--- src/rtl/tcd_pkg.sv ---
`default_nettype none

package tcd_pkg;

    // Result actions.
    localparam logic [1:0] ACT_DROP  = 2'd0;
    localparam logic [1:0] ACT_PROG  = 2'd1;
    localparam logic [1:0] ACT_HOLD  = 2'd2;
    localparam logic [1:0] ACT_MERGE = 2'd3;

    // Configuration register indexes.
    localparam logic [2:0] REG_LOW_MOTION     = 3'd0;
    localparam logic [2:0] REG_LOST_TRACK     = 3'd1;
    localparam logic [2:0] REG_SCENE_FIELD    = 3'd2;
    localparam logic [2:0] REG_SCENE_TEMPORAL = 3'd3;
    localparam logic [2:0] REG_QUANT_SLACK    = 3'd4;
    localparam logic [2:0] REG_DROP_MODE      = 3'd5;
    localparam logic [2:0] REG_ANALYSIS_MODE  = 3'd6;
    localparam logic [2:0] REG_START_PHASE    = 3'd7;

    // Drop rule modes.
    localparam logic [1:0] DROP_NONE  = 2'd0;
    localparam logic [1:0] DROP_FIFTH = 2'd1;
    localparam logic [1:0] DROP_RATIO = 2'd2;

    // Phase code for an untracked cadence.
    localparam logic [3:0] PHASE_UNTRACKED = 4'hF;

    // Field widths.
    localparam int unsigned DIFF_W = 16;
    localparam int unsigned PEAK_W = 13;
    localparam int unsigned PROD_W = DIFF_W + PEAK_W;

    // Commands from the sequencer to the datapath.
    typedef struct packed {
        logic load;        // capture the input item
        logic mul_first;   // even_diff * temporal_diff
        logic mul_second;  // odd_diff * noise_diff
        logic commit;      // decide, update state, load the result register
    } tcd_cmd_t;

endpackage

`default_nettype wire

--- src/rtl/tcd_ctrl.sv ---
`default_nettype none

module tcd_ctrl
(
    input  wire logic          clk,
    input  wire logic          rst_n,
    input  wire logic          in_valid,
    output logic               in_ready,
    output logic               out_valid,
    input  wire logic          out_ready,
    output tcd_pkg::tcd_cmd_t  cmd
);

    localparam logic [1:0] ST_IDLE   = 2'd0;
    localparam logic [1:0] ST_MUL_A  = 2'd1;
    localparam logic [1:0] ST_MUL_B  = 2'd2;
    localparam logic [1:0] ST_DECIDE = 2'd3;

    logic [1:0] state_reg;
    logic [1:0] state_next;
    logic       out_valid_reg;
    logic       out_valid_next;
    logic       slot_free;

    // The result slot can take a new item when empty or being drained.
    assign slot_free = !out_valid_reg || out_ready;
    assign in_ready  = (state_reg == ST_IDLE);
    assign out_valid = out_valid_reg;

    // Sequencer next state and commands.
    always_comb
    begin
        state_next     = state_reg;
        cmd            = '0;
        out_valid_next = out_valid_reg && !out_ready;
        case (state_reg)
            ST_IDLE:
            begin
                if (in_valid)
                begin
                    cmd.load   = 1'b1;
                    state_next = ST_MUL_A;
                end
            end
            ST_MUL_A:
            begin
                cmd.mul_first = 1'b1;
                state_next    = ST_MUL_B;
            end
            ST_MUL_B:
            begin
                cmd.mul_second = 1'b1;
                state_next     = ST_DECIDE;
            end
            ST_DECIDE:
            begin
                if (slot_free)
                begin
                    cmd.commit     = 1'b1;
                    out_valid_next = 1'b1;
                    state_next     = ST_IDLE;
                end
            end
            default:
            begin
                state_next = ST_IDLE;
            end
        endcase
    end

    always_ff @(posedge clk or negedge rst_n)
    begin
        if (!rst_n)
        begin
            state_reg     <= ST_IDLE;
            out_valid_reg <= 1'b0;
        end
        else
        begin
            state_reg     <= state_next;
            out_valid_reg <= out_valid_next;
        end
    end

endmodule

`default_nettype wire

--- src/rtl/tcd_datapath.sv ---
`default_nettype none

module tcd_datapath
(
    input  wire logic                         clk,
    input  wire logic                         rst_n,
    input  wire tcd_pkg::tcd_cmd_t            cmd,
    input  wire logic [tcd_pkg::DIFF_W-1:0]   even_diff,
    input  wire logic [tcd_pkg::DIFF_W-1:0]   odd_diff,
    input  wire logic [tcd_pkg::PEAK_W-1:0]   noise_diff,
    input  wire logic [tcd_pkg::PEAK_W-1:0]   temporal_diff,
    input  wire logic                         cfg_we,
    input  wire logic [2:0]                   cfg_index,
    input  wire logic [15:0]                  cfg_data,
    output logic [1:0]                        action,
    output logic                              emit,
    output logic                              rate_dropped
);

    // Checks whether two values are within a fraction of their sum.
    function automatic logic near_by(input logic [15:0] a, input logic [15:0] b,
                                     input logic [1:0] sh);
        logic [15:0] d;
        logic [16:0] s;
        d = (a > b) ? (a - b) : (b - a);
        s = {1'b0, a} + {1'b0, b};
        near_by = ({1'b0, d} < (s >> sh));
    endfunction

    // Configuration registers.
    logic [15:0] low_motion_reg;
    logic [15:0] lost_track_reg;
    logic [15:0] scene_field_reg;
    logic [15:0] scene_temporal_reg;
    logic [15:0] quant_slack_reg;
    logic [1:0]  drop_mode_reg;
    logic        analysis_mode_reg;

    // Cadence state.
    logic [3:0]  phase_reg;
    logic [3:0]  phase_next;
    logic [15:0] prev_odd_reg;
    logic [15:0] prev_odd_next;
    logic [12:0] prev_noise_reg;
    logic [12:0] prev_noise_next;
    logic [12:0] prev_temporal_reg;
    logic [12:0] prev_temporal_next;
    logic [2:0]  since_drop_reg;
    logic [2:0]  since_drop_next;
    logic [31:0] frames_in_reg;
    logic [31:0] frames_in_next;
    logic [31:0] frames_out_reg;
    logic [31:0] frames_out_next;

    // Captured item and products.
    logic [15:0] e_reg;
    logic [15:0] o_reg;
    logic [12:0] n_reg;
    logic [12:0] t_reg;
    logic [tcd_pkg::PROD_W-1:0] prod_et_reg;
    logic [tcd_pkg::PROD_W-1:0] prod_on_reg;
    logic [tcd_pkg::PROD_W-1:0] product;

    // Result register.
    logic [1:0]  action_reg;
    logic [1:0]  action_next;
    logic        emit_reg;
    logic        emit_next;
    logic        rdrop_reg;
    logic        rdrop_next;

    // Decision terms.
    logic [3:0]  phase_adv;
    logic [15:0] e16;
    logic [15:0] o16;
    logic [15:0] n16;
    logic [15:0] t16;
    logic [15:0] pn16;
    logic        scene_cut;
    logic        noise_ok;
    logic        low_motion;
    logic        field_hold;
    logic        ph_low;
    logic [1:0]  act_aggr;
    logic [3:0]  phase_aggr;
    logic        restore_prev;
    logic [2:0]  since_inc;
    logic        drop_flag;
    logic        ratio_ok;
    logic [31:0] frames_in_inc;
    logic [34:0] in_scaled;
    logic [34:0] out_scaled;

    assign action       = action_reg;
    assign emit         = emit_reg;
    assign rate_dropped = rdrop_reg;

    // One shared multiplier, used for both products of each item.
    assign product = {13'd0, (cmd.mul_first ? e_reg : o_reg)}
                   * {16'd0, (cmd.mul_first ? t_reg : n_reg)};

    assign e16  = e_reg;
    assign o16  = o_reg;
    assign n16  = {3'd0, n_reg};
    assign t16  = {3'd0, t_reg};
    assign pn16 = {3'd0, prev_noise_reg};

    // Phase step: tracked phases count modulo five.
    always_comb
    begin
        case (phase_reg)
            4'd0:    phase_adv = 4'd1;
            4'd1:    phase_adv = 4'd2;
            4'd2:    phase_adv = 4'd3;
            4'd3:    phase_adv = 4'd4;
            4'd4:    phase_adv = 4'd0;
            4'd5:    phase_adv = 4'd1;
            4'd6:    phase_adv = 4'd2;
            4'd7:    phase_adv = 4'd3;
            default: phase_adv = tcd_pkg::PHASE_UNTRACKED;
        endcase
    end

    // Metric tests used by aggressive mode.
    assign scene_cut = (e_reg > scene_field_reg) && (o_reg > scene_field_reg)
                    && (t16 > scene_temporal_reg)
                    && (t16 > ({3'd0, prev_temporal_reg} + {1'b0, prev_temporal_reg, 2'b00}))
                    && ({t_reg, 1'b0} > {1'b0, n_reg});
    assign noise_ok  = ({4'd0, n_reg} + {1'b0, quant_slack_reg}) > {4'd0, t_reg};
    assign low_motion = (e_reg < low_motion_reg) && (o_reg < low_motion_reg)
                     && near_by(e16, o16, 2'd3) && near_by(n16, t16, 2'd3)
                     && near_by(n16, pn16, 2'd3);
    assign field_hold = ({prod_et_reg, 1'b0} < {1'b0, prod_on_reg});

    // Aggressive cadence analysis.
    always_comb
    begin
        act_aggr     = tcd_pkg::ACT_PROG;
        phase_aggr   = phase_adv;
        restore_prev = 1'b0;
        ph_low       = 1'b0;
        if ((phase_adv == 4'd4) && scene_cut)
        begin
            act_aggr   = tcd_pkg::ACT_DROP;
            phase_aggr = tcd_pkg::PHASE_UNTRACKED;
        end
        else if ((phase_adv == 4'd4) && noise_ok && near_by(e16, prev_odd_reg, 2'd2))
        begin
            act_aggr = tcd_pkg::ACT_MERGE;
        end
        else if ((phase_adv == 4'd4) && noise_ok && low_motion)
        begin
            act_aggr     = tcd_pkg::ACT_HOLD;
            phase_aggr   = 4'd3;
            restore_prev = 1'b1;
        end
        else
        begin
            // Phase four with too much noise loses track.
            if ((phase_adv == 4'd4) && !noise_ok)
            begin
                phase_aggr = tcd_pkg::PHASE_UNTRACKED;
            end
            ph_low = phase_aggr[3] || (phase_aggr < 4'd3);
            if (field_hold)
            begin
                act_aggr   = tcd_pkg::ACT_HOLD;
                phase_aggr = 4'd3;
            end
            else if (ph_low && (n16 > scene_temporal_reg) && ({1'b0, n_reg} > {t_reg, 1'b0}))
            begin
                act_aggr = tcd_pkg::ACT_MERGE;
            end
            else if (ph_low && (n16 > scene_temporal_reg) && ({1'b0, n_reg} > {pn16[12:0], 1'b0})
                     && (e_reg > scene_field_reg) && (o_reg > scene_field_reg))
            begin
                act_aggr = tcd_pkg::ACT_DROP;
            end
            else if (phase_aggr[3])
            begin
                act_aggr = ({1'b0, n_reg, 2'b00} > ({3'd0, t_reg} + {1'b0, t_reg, 2'b00}))
                         ? tcd_pkg::ACT_MERGE : tcd_pkg::ACT_PROG;
            end
            else if (phase_aggr < 4'd3)
            begin
                act_aggr = tcd_pkg::ACT_PROG;
            end
            else if (phase_aggr == 4'd3)
            begin
                if ((e_reg > lost_track_reg) && (e_reg > o_reg) && (t_reg > n_reg))
                begin
                    act_aggr   = tcd_pkg::ACT_PROG;
                    phase_aggr = tcd_pkg::PHASE_UNTRACKED;
                end
                else
                begin
                    act_aggr = tcd_pkg::ACT_HOLD;
                end
            end
            else
            begin
                act_aggr = tcd_pkg::ACT_MERGE;
            end
        end
    end

    // Rate-drop rule and counters.
    assign frames_in_inc = (frames_in_reg == 32'hFFFF_FFFF) ? frames_in_reg
                                                            : frames_in_reg + 32'd1;
    assign since_inc     = (since_drop_reg == 3'd7) ? since_drop_reg : since_drop_reg + 3'd1;
    assign in_scaled     = {1'b0, frames_in_inc, 2'b00};
    assign out_scaled    = {3'd0, frames_out_reg} + {1'b0, frames_out_reg, 2'b00};
    assign ratio_ok      = (in_scaled <= out_scaled);

    always_comb
    begin
        frames_in_next     = frames_in_inc;
        frames_out_next    = frames_out_reg;
        since_drop_next    = since_drop_reg;
        emit_next          = 1'b0;
        rdrop_next         = 1'b0;
        drop_flag          = 1'b0;
        prev_odd_next      = prev_odd_reg;
        prev_noise_next    = prev_noise_reg;
        prev_temporal_next = prev_temporal_reg;

        if (analysis_mode_reg)
        begin
            action_next = act_aggr;
            phase_next  = phase_aggr;
            if (!restore_prev)
            begin
                prev_odd_next      = o_reg;
                prev_noise_next    = n_reg;
                prev_temporal_next = t_reg;
            end
        end
        else
        begin
            phase_next = phase_adv;
            case (phase_adv)
                4'd3:    action_next = tcd_pkg::ACT_HOLD;
                4'd4:    action_next = tcd_pkg::ACT_MERGE;
                default: action_next = tcd_pkg::ACT_PROG;
            endcase
        end

        if ((action_next == tcd_pkg::ACT_PROG) || (action_next == tcd_pkg::ACT_MERGE))
        begin
            if ((drop_mode_reg == tcd_pkg::DROP_FIFTH) || (drop_mode_reg == tcd_pkg::DROP_RATIO))
            begin
                since_drop_next = since_inc;
                drop_flag       = (since_inc >= 3'd5)
                               && ((drop_mode_reg != tcd_pkg::DROP_RATIO) || ratio_ok);
            end
            if (drop_flag)
            begin
                since_drop_next = 3'd0;
                rdrop_next      = 1'b1;
            end
            else
            begin
                emit_next = 1'b1;
                if (frames_out_reg != 32'hFFFF_FFFF)
                begin
                    frames_out_next = frames_out_reg + 32'd1;
                end
            end
        end
        else
        begin
            since_drop_next = 3'd0;
        end
    end

    // Item capture, products and result register.
    always_ff @(posedge clk)
    begin
        if (cmd.load)
        begin
            e_reg <= even_diff;
            o_reg <= odd_diff;
            n_reg <= noise_diff;
            t_reg <= temporal_diff;
        end
        if (cmd.mul_first)
        begin
            prod_et_reg <= product;
        end
        if (cmd.mul_second)
        begin
            prod_on_reg <= product;
        end
        if (cmd.commit)
        begin
            action_reg <= action_next;
            emit_reg   <= emit_next;
            rdrop_reg  <= rdrop_next;
        end
    end

    // Configuration and cadence state.
    always_ff @(posedge clk or negedge rst_n)
    begin
        if (!rst_n)
        begin
            low_motion_reg     <= 16'd440;
            lost_track_reg     <= 16'd720;
            scene_field_reg    <= 16'd2500;
            scene_temporal_reg <= 16'd2500;
            quant_slack_reg    <= 16'd800;
            drop_mode_reg      <= tcd_pkg::DROP_NONE;
            analysis_mode_reg  <= 1'b1;
            phase_reg          <= tcd_pkg::PHASE_UNTRACKED;
            prev_odd_reg       <= '0;
            prev_noise_reg     <= '0;
            prev_temporal_reg  <= '0;
            since_drop_reg     <= '0;
            frames_in_reg      <= '0;
            frames_out_reg     <= '0;
        end
        else if (cmd.commit)
        begin
            phase_reg         <= phase_next;
            prev_odd_reg      <= prev_odd_next;
            prev_noise_reg    <= prev_noise_next;
            prev_temporal_reg <= prev_temporal_next;
            since_drop_reg    <= since_drop_next;
            frames_in_reg     <= frames_in_next;
            frames_out_reg    <= frames_out_next;
        end
        else if (cfg_we)
        begin
            case (cfg_index)
                tcd_pkg::REG_LOW_MOTION:     low_motion_reg     <= cfg_data;
                tcd_pkg::REG_LOST_TRACK:     lost_track_reg     <= cfg_data;
                tcd_pkg::REG_SCENE_FIELD:    scene_field_reg    <= cfg_data;
                tcd_pkg::REG_SCENE_TEMPORAL: scene_temporal_reg <= cfg_data;
                tcd_pkg::REG_QUANT_SLACK:    quant_slack_reg    <= cfg_data;
                tcd_pkg::REG_DROP_MODE:      drop_mode_reg      <= cfg_data[1:0];
                tcd_pkg::REG_ANALYSIS_MODE:  analysis_mode_reg  <= cfg_data[0];
                tcd_pkg::REG_START_PHASE:
                begin
                    // Any negative start phase means untracked.
                    phase_reg <= cfg_data[3] ? tcd_pkg::PHASE_UNTRACKED : cfg_data[3:0];
                end
                default:
                begin
                end
            endcase
        end
    end

endmodule

`default_nettype wire

--- src/rtl/telecine_cadence_decision.sv ---
`default_nettype none

// Channel   Direction  Handshake                     Payload
// s_axis    in         s_axis_tvalid/s_axis_tready   tdata: even, odd, noise, temporal diff
// m_axis    out        m_axis_tvalid/m_axis_tready   tdata: action, emit, rate_dropped
// cfg       in         cfg_we                        cfg_index, cfg_data
//
// Each item is handled in order: capture, two passes through one shared 16x13
// multiplier, and a decision cycle that updates the cadence state.
// The next item is accepted while a finished result still waits in the output register.
// If the output register is still full at the decision cycle, the block waits there.
// Reset puts all limits at their defaults, the cadence untracked, and clears counters.

module telecine_cadence_decision
(
    input  wire logic        clk,
    input  wire logic        rst_n,
    input  wire logic        s_axis_tvalid,
    output logic             s_axis_tready,
    // [15:0] even_diff, [31:16] odd_diff, [44:32] noise_diff, [57:45] temporal_diff
    input  wire logic [63:0] s_axis_tdata,
    output logic             m_axis_tvalid,
    input  wire logic        m_axis_tready,
    // [1:0] action, [2] emit, [3] rate_dropped
    output logic [7:0]       m_axis_tdata,
    input  wire logic        cfg_we,
    input  wire logic [2:0]  cfg_index,
    input  wire logic [15:0] cfg_data
);

    tcd_pkg::tcd_cmd_t cmd;
    logic [1:0]        action;
    logic              emit;
    logic              rate_dropped;

    tcd_ctrl u_ctrl
    (
        .clk       (clk),
        .rst_n     (rst_n),
        .in_valid  (s_axis_tvalid),
        .in_ready  (s_axis_tready),
        .out_valid (m_axis_tvalid),
        .out_ready (m_axis_tready),
        .cmd       (cmd)
    );

    tcd_datapath u_datapath
    (
        .clk           (clk),
        .rst_n         (rst_n),
        .cmd           (cmd),
        .even_diff     (s_axis_tdata[15:0]),
        .odd_diff      (s_axis_tdata[31:16]),
        .noise_diff    (s_axis_tdata[44:32]),
        .temporal_diff (s_axis_tdata[57:45]),
        .cfg_we        (cfg_we),
        .cfg_index     (cfg_index),
        .cfg_data      (cfg_data),
        .action        (action),
        .emit          (emit),
        .rate_dropped  (rate_dropped)
    );

    assign m_axis_tdata = {4'd0, rate_dropped, emit, action};

endmodule

`default_nettype wire

--- config.mk ---
export PLATFORM = sky130hd
export DESIGN_NAME = telecine_cadence_decision
export DESIGN_NICKNAME = d
export VERILOG_FILES = /design/src/rtl/tcd_pkg.sv /design/src/rtl/tcd_ctrl.sv /design/src/rtl/tcd_datapath.sv /design/src/rtl/telecine_cadence_decision.sv
export SDC_FILE = /design/constraint.sdc
export NUM_CORES = 2
export LEC_CHECK = 0
export BUFFER_PORTS_ARGS = -buffer_cell sky130_fd_sc_hd__buf_2
export CAP_MARGIN = 25
export CORE_ASPECT_RATIO = 1.75
export CORE_UTILIZATION = 25
export CTS_CLUSTER_DIAMETER = 120
export DETAILED_ROUTE_END_ITERATION = 10
export HOLD_SLACK_MARGIN = 0.05
export SYNTH_ARGS = -nofsm -noshare
export SYNTH_HDL_FRONTEND = slang
export SYNTH_SLANG_ARGS = --single-unit
--- constraint.sdc ---
create_clock -name clk -period 7.65 [get_ports clk]
set_input_delay 1.1475 -clock clk [delete_from_list [all_inputs] [get_ports clk]]
set_output_delay 1.1475 -clock clk [all_outputs]
set_load 0.005 [all_outputs]
# Word-level counts from Yosys, hierarchy flattened
# Memory sizes are Yosys's and may differ from the RTL's.
# Cells that the tools add are included.
dict set report word_totals {
  reg_bits 319
  mem_bits_ro 24
  in_bits 88
  elab_cells 207
  mem_count 1
}
# name depth width read_ports rd_clocked_by_memory_dff write_ports line_no
set mem_list {}
lappend mem_list {{(no name shown)} 8 3 1 0 0 tcd_datapath.sv:111} ;# case (phase_reg)
dict set report classes {
  n_addsub 19
  n_mul 1
  order_cmp 26
  n_eq_ne 24
  mux 62
  bitwise_logic 3
  n_reduce_logical 46
}
# op count
set ops {}
lappend ops {{greater-than comparator 16 bit} 5}
lappend ops {{two-way mux 16 bit} 5}
lappend ops {{two-way mux 4 bit} 20}
lappend ops {{adder 32 x 1 -> 32 bit, second input constant} 2}
lappend ops {{subtractor 16 bit} 4}
lappend ops {{subtractor 13 x 13 -> 14 bit} 4}
lappend ops {{greater-than comparator 13 x 16 -> 1 bit} 3}
lappend ops {{< comparator 16 x 14 -> 1 bit} 3}
lappend ops {{greater-than comparator 13 bit} 3}
lappend ops {{adder 32 x 34 -> 35 bit} 1}
lappend ops {{less-or-equal comparator 34 x 35 -> 1 bit} 1}
lappend ops {{adder 16 x 16 -> 17 bit} 2}
lappend ops {{adder 13 x 15 -> 16 bit} 2}
lappend ops {{== test 32 bit, second input constant} 1}
lappend ops {{< comparator 16 bit} 2}
lappend ops {{two-way mux 32 bit} 1}
lappend ops {{inequality test 32 bit, second input constant} 1}
lappend ops {{< comparator 30 x 29 -> 1 bit} 1}
lappend ops {{multiplier 16 x 13 -> 29 bit} 1}
lappend ops {{adder 13 x 13 -> 14 bit} 2}
lappend ops {{greater-than comparator 13 x 14 -> 1 bit} 2}
lappend ops {{two-way mux 2 bit} 14}
lappend ops {{AND reduction 3 bit} 8}
lappend ops {{logical AND 1 bit} 22}
lappend ops {{other kinds (31)} 71}

# Longest topological paths before layout
dict set report logic_depth {
  ltp_word 28
  ltp_mapped 30
  ltp_nobuf 27
}

# By module
# Synthesis repeated with hierarchy kept, for this count alone.
dict set report unflattened {
  hier_cells 3932
  area_unflattened_um2 36075.8
}
# module instances cells_each area_per_inst_um2 seq_area_each_um2
set modules_own_cells {}
lappend modules_own_cells {tcd_datapath 1 3907 35821.9 8541.9}
lappend modules_own_cells {tcd_ctrl 1 18 205.2 75.1}
lappend modules_own_cells {telecine_cadence_decision 1 7 48.8 0.0}

# Worst setup path after synthesis
# OpenSTA, ideal clock, no wires.
dict set report synth_timing {
  path_type {register to register}
  from {register u_ctrl.state_reg[1]}
  to {register u_datapath.prod_et_reg[28] (netlist name) (data pin)}
  setup_ns 0.264
  arrival_ns 7.515
  setup_slack_ns -0.130
  stages_incl_launch_ff 29
  synth_period_minus_slack_ns 7.780
  path_cell_list {dfrtp_1 > inv_1 > ha_1 > clkbuf_1 > clkbuf_1 > buf_1 > nand2_1 > o21ai_1 > nand2_1 > fa_1 > inv_1 > fa_1 > fa_1 > inv_1 > fa_1 > inv_1 > fa_1 > ha_1 > o21ai_0 > nand2b_1 > nand2_1 > nor3b_1 > or2_2 > o31ai_1 > o211ai_1 > o41a_1 > a21o_1 > a21oi_1 > xnor2_1}
}
dict set report synth_between {
  elab_chain_len 4
}
# item line_no
set synth_rtl {}
lappend synth_rtl {{start, declared} tcd_ctrl.sv:19} ;# logic [1:0] state_reg;
lappend synth_rtl {{start signal, assigned} tcd_ctrl.sv:80} ;# state_reg <= state_next;
lappend synth_rtl {{== test 2 x 1 -> 1 bit *} tcd_ctrl.sv:36} ;# case (state_reg)
lappend synth_rtl {{two-way mux 1 bit *} tcd_ctrl.sv:36}
lappend synth_rtl {{two-way mux 16 bit / two-way mux 13 bit (equally long branches)} {tcd_datapath.sv:99, tcd_datapath.sv:100}}
lappend synth_rtl {{multiplier 16 x 13 -> 29 bit *} tcd_datapath.sv:100} ;# * {16'd0, (cmd.mul_first ? t_reg : n_reg)};
lappend synth_rtl {{net u_datapath.product, one bit} tcd_datapath.sv:62} ;# logic [tcd_pkg::PROD_W-1:0] product;
lappend synth_rtl {{end signal, assigned} tcd_datapath.sv:288} ;# prod_et_reg <= product;
lappend synth_rtl {{end, declared} tcd_datapath.sv:60} ;# logic [tcd_pkg::PROD_W-1:0] prod_et_reg;
# The timed path passes the listed nets; every way through them passes the cells marked *.
# A chain may end at the register's enable or synchronous reset.

# Final worst setup path
dict set report layout_timing {
  from {register u_datapath.t_reg[1]}
  to {register u_datapath.frames_out_reg[21]}
}
dict set report layout_between {
  elab_chain_len 23
}
# item line_no
set layout_rtl {}
lappend layout_rtl {{start, declared} tcd_datapath.sv:59} ;# logic [12:0] t_reg;
lappend layout_rtl {{start signal, assigned} tcd_datapath.sv:284} ;# t_reg <= temporal_diff;
lappend layout_rtl {{greater-than comparator 17 x 13 -> 1 bit} tcd_datapath.sv:129} ;# assign noise_ok = ({4'd0, n_reg} + {1'b0, quant_slack_reg}) > {4'd0, t_reg};
lappend layout_rtl {{zero test 1 bit} tcd_datapath.sv:160} ;# if ((phase_adv == 4'd4) && !noise_ok)
lappend layout_rtl {{logical AND 1 bit} tcd_datapath.sv:160}
lappend layout_rtl {{two-way mux 4 bit} tcd_datapath.sv:160}
lappend layout_rtl {{two-way mux 4 bit} tcd_datapath.sv:151} ;# else if ((phase_adv == 4'd4) && noise_ok && low_motion)
lappend layout_rtl {{two-way mux 4 bit} tcd_datapath.sv:147} ;# else if ((phase_adv == 4'd4) && noise_ok && near_by(e16, prev_odd_reg, 2'd2))
lappend layout_rtl {{two-way mux 4 bit} tcd_datapath.sv:142} ;# if ((phase_adv == 4'd4) && scene_cut)
lappend layout_rtl {{< comparator 4 x 2 -> 1 bit} {tcd_datapath.sv:164, tcd_datapath.sv:184}}
lappend layout_rtl {{[... 7 more ...]} --}
lappend layout_rtl {{two-way mux 2 bit} tcd_datapath.sv:165} ;# if (field_hold)
lappend layout_rtl {{two-way mux 2 bit} tcd_datapath.sv:151}
lappend layout_rtl {{two-way mux 2 bit} tcd_datapath.sv:147}
lappend layout_rtl {{two-way mux 2 bit *} tcd_datapath.sv:142}
lappend layout_rtl {{two-way mux 2 bit *} tcd_datapath.sv:227} ;# if (analysis_mode_reg)
lappend layout_rtl {{== test 2 x 1 -> 1 bit / == test 2 bit (equally long branches)} tcd_datapath.sv:248} ;# if ((action_next == tcd_pkg::ACT_PROG) || (action_next == tcd_pkg::ACT_MERGE))
lappend layout_rtl {{logical OR 1 bit *} tcd_datapath.sv:248}
lappend layout_rtl {{AND reduction 4 bit (no source line) *} --}
lappend layout_rtl {{end signal, assigned} tcd_datapath.sv:330} ;# frames_out_reg <= frames_out_next;
lappend layout_rtl {{end, declared} tcd_datapath.sv:52} ;# logic [31:0] frames_out_reg;
# Every way passes the cells marked *; elsewhere a longest branch is shown, timed or not. The select of a mux whose other input is x is not followed.

==> flow_results.org <==
** Critical path
- The critical path is of the register to register type.
- Category of the worst setup path capture point :: register
- Start point of the critical path :: u_datapath.t_reg[1]
- Register-to-register setup slack :: 0.24 ns
- At the worst endpoint, the arrival time is 7.93 ns.
- On the critical path, the stage with the largest delay is an instance of sky130_fd_sc_hd__edfxtp_1.
- The worst setup path is launched from a register.
- In this run the worst path has a maximum fanout of 10.
- Largest stage delay on the critical path :: 0.57 ns
- WP data required :: 8.17 ns
- Depth of the most critical reg-to-reg path :: 28
- Worst r2r src :: u_datapath.t_reg[1]
- FF-to-FF End :: u_datapath.frames_out_reg[21]
- Among the stages of the critical path, the cell type that occurs most often is sky130_fd_sc_hd__buf_4.

** Yosys
- sky130_fd_sc_hd__ha_1 is the most common cell in the netlist.
- Xor/xnor cell area share of the yosys netlist :: 6.46%
- Sequential cells were found to cover 24.1% of the synthesized design area.
- The synthesized design contains 120 enable-type register cells.
- Cell taking the most area after synthesis :: sky130_fd_sc_hd__ha_1
- A synthesized cell averages 9.02 µm².
- In the synthesized netlist, the cells that appear most often are sky130_fd_sc_hd__ha_1, sky130_fd_sc_hd__inv_1, sky130_fd_sc_hd__nand2_1.
- Count of warnings emitted by yosys :: 0
- Fraction of registers with async set or reset after synthesis :: 62.4%
- Synthesis produced 3969 cells.
- Synth Flop Type :: sky130_fd_sc_hd__dfrtp_1
- Of the post-synthesis cell area, the part taken by muxes is 3.73%.
- Summing the areas of all compound-gate instances in the mapped netlist gives 15.3% of the synthesized area.
- Synthesis inferred 319 register bits.
- Summing the areas of all fa, ha and maj instances in the mapped netlist gives 30.1% of the synthesized area.
- Fraction of post-synthesis cell area in the top cell type by area :: 20.8%
- Post-synthesis instance area :: 0.0358 mm²
- The netlist uses 82 different library cells.
- In the post-synthesis netlist, the biggest area contributors are sky130_fd_sc_hd__ha_1, sky130_fd_sc_hd__dfrtp_1, sky130_fd_sc_hd__edfxtp_1.
- Combinational family with the most area after synthesis :: adder cells
- Post-synthesis simple-gate area fraction :: 14.3%

** Floorplan
- The die covers 0.145 mm².
- From bottom edge to top edge, the die measures 503 µm.
- The die is 288 µm wide.
- Initial Util :: 25.2%
- Area of the core :: 0.142 mm²
- # IOs :: 98
- The floorplan has 183 rows.

** Global routing
- The first global-routing pass estimated 178 mm of wire.
- The via count of the first global-routing pass came to 31195.
- Global routing finished with a remaining overflow of 0.
- Across every metal layer, demand over resource in global routing totals 16.2%.
- The initial antenna violation count is 15.
- Pin count of the biggest net entering global routing :: 161

** Drt
- Routed length on met2 :: 61.7 mm
- In this run the remaining antenna-violating nets after routing total 0.
- First-pass iteration count of the detailed router :: 10
- Length of routed met3 wiring :: 4.38 mm
- For this run, design rule violations remaining after detail routing come to 26.
- Highest routed metal layer :: met5
- In the final routing, the length of wire on met1 measures 40.1 mm.
- In the final routed layout, each cell accounts on average for 19.5 µm.
- DRT Wirelength :: 118 mm
- Using the TritonRoute via totals, the vias-per-cell ratio works out to 4.96.
- For this block, the initial DRC count from the detailed router was 1412.
- Total via count after detailed routing :: 29967

** Cells and area
- From synthesis to final layout, the design area changed by 13.9%.
- Cells with a size suffix above 1 make up 10.9% of the layout.
- At the end of the flow the core is filled with cells to 28.7%.
- After the last flow step, the layout net total stands at 5007.

** Clock tree
- TritonCTS clock tree :: yes
- Counting along the longest clock path gives a buffer depth of 3.
- Buffers inserted to repair hold after CTS numbered 0.
- Clock tree synthesis found a total of 319 sinks.
- Clock-pin slew on the worst setup and hold paths :: 0.07 ns
- In this run the clock root is driven by a sky130_fd_sc_hd__clkbuf_16.
- CTS HTree Levels :: 2
- Worst skew pair latency :: 0.62 ns
- Number of buffers inserted during clock tree synthesis :: 34

** Timing
- Post-Route Skew :: 0.0363 ns
- Setup violations remaining at the end of the flow were counted as 0.
- Worst slew margin :: 30.3%
- Max-slew violation count :: 0
- The tightest hold path in the finished design has a slack of 0.411 ns.
- Hold violation total from the final report :: 0
- Clock period minus final worst setup slack :: 7.41 ns
- Transition time at the pin with the least slew margin :: 1.04 ns
- In the post-route analysis, the smallest setup slack over all paths is 0.243 ns.
- Fraction of the cycle the final worst path needs :: 96.8%
- Timing would allow up to 135 MHz.

** Outcome
- Violations in the final reports :: DRC
- Result of the run :: finished with violations

** Hold path
- Path class of the lowest-slack min-delay path :: input port to async pin

** Placement
- After legalization and detailed placement, the total HPWL measured 97.5 mm.
- The congestion estimate from routability-driven global placement came to 0.988.
- Buffers added on ports :: 87
- OpenSTA, run right after detailed placement, puts the worst setup slack at -0.00424 ns.

** Flow run
- Count of max-cap constraint violations :: 0
area by class of cell:
type                       instances  area, µm²
timing repair buffer             262       1880
clock inverter                    18        201
fill                           15016     101000
multi-input combinational       3098      25100
antenna                           11       27.5
inverter                         443       1660
clock buffer                      44        938
tap                             1850       2310
sequential                       319       8620
worst max-delay path by stage:
stage                                          endpoint  slack, ns
after global routing      u_datapath.frames_out_reg[22]      -0.01
after global placement    u_datapath.frames_out_reg[22]       0.05
final                     u_datapath.frames_out_reg[21]       0.24
after floorplan              u_datapath.prod_et_reg[28]       0.16
after CTS                 u_datapath.frames_out_reg[21]       0.13
after detailed placement  u_datapath.frames_out_reg[21]     -0.004
routing by layer:
metal	global-route usage, %	up-vias
met4	13.8	20
met3	2.04	404
met2	30.6	766
met1	15.2	14560
li1	-	14217
met5	0	-
cells by family (layout without fill, tap and decap cells):
family,after synthesis,count (layout)
xor+xnor,264,264
compound gates,869,869
flops,319,319
other cells,1,15
simple gates,1078,1078
mux,122,122
fa+ha+maj,761,761
buf+inv,555,767
placed cells by master, fill, tap and decap left out, types with 24 or more instances in the layout:
master                      Yosys  final
sky130_fd_sc_hd__a211oi_1      24     24
sky130_fd_sc_hd__a21o_1       103    103
sky130_fd_sc_hd__a21oi_1      255    255
sky130_fd_sc_hd__a31oi_1       24     24
sky130_fd_sc_hd__and3_1        40     39
sky130_fd_sc_hd__buf_2         22     86
sky130_fd_sc_hd__buf_4          6    165
sky130_fd_sc_hd__clkbuf_16      0     34
sky130_fd_sc_hd__dfrtp_1      172    172
sky130_fd_sc_hd__dfstp_2       27     27
sky130_fd_sc_hd__edfxtp_1     120    120
sky130_fd_sc_hd__fa_1         166    166
sky130_fd_sc_hd__ha_1         595    592
sky130_fd_sc_hd__inv_1        443    443
sky130_fd_sc_hd__mux2_2        51     51
sky130_fd_sc_hd__mux2i_1       61     60
sky130_fd_sc_hd__nand2_1      344    344
sky130_fd_sc_hd__nand2b_1      29     29
sky130_fd_sc_hd__nand3_1       95     95
sky130_fd_sc_hd__nand4_1       84     84
sky130_fd_sc_hd__nor2_1       275    275
sky130_fd_sc_hd__nor2b_1       33     33
sky130_fd_sc_hd__nor3_1        57     56
sky130_fd_sc_hd__o21a_1        57     56
sky130_fd_sc_hd__o21ai_0      205    202
sky130_fd_sc_hd__o21bai_1      40     40
sky130_fd_sc_hd__xnor2_1      190    190
sky130_fd_sc_hd__xor2_1        74     74
per-stage QoR:
| stage | std cells | cell area, µm² | TNS [ns] |
|---|---|---|---|
| 2_1_floorplan | 3972 | 35800 | 0 |
| 3_3_place_gp | 5969 | 39500 | 0 |
| 3_5_place_dp | 5969 | 39500 | -0.00424 |
| 4_1_cts | 6031 | 40700 | 0 |
| 5_1_grt | 6035 | 40700 | -0.0131 |
| 6_report | 6045 | 40800 | 0 |
worst max-delay path, delay by kind of cell (launching register included):
family	cells	cell delay, ns
AND/OR/NAND/NOR	13	3.40
AO/OA/AOI/OAI	5	1.12
buffers and inverters	5	0.94
adder cells (fa/ha/maj)	2	0.70
flip-flops	1	0.57
XOR/XNOR	2	0.30
multiplexers	1	0.29
timing repair:
action,CTS,global route
resized for setup,1,7
endpoints found under the setup margin,15,86
buffers inserted,0,3
Power is not shown: default switching activity piles up to over one toggle a cycle in this logic, so the estimate is an artifact.
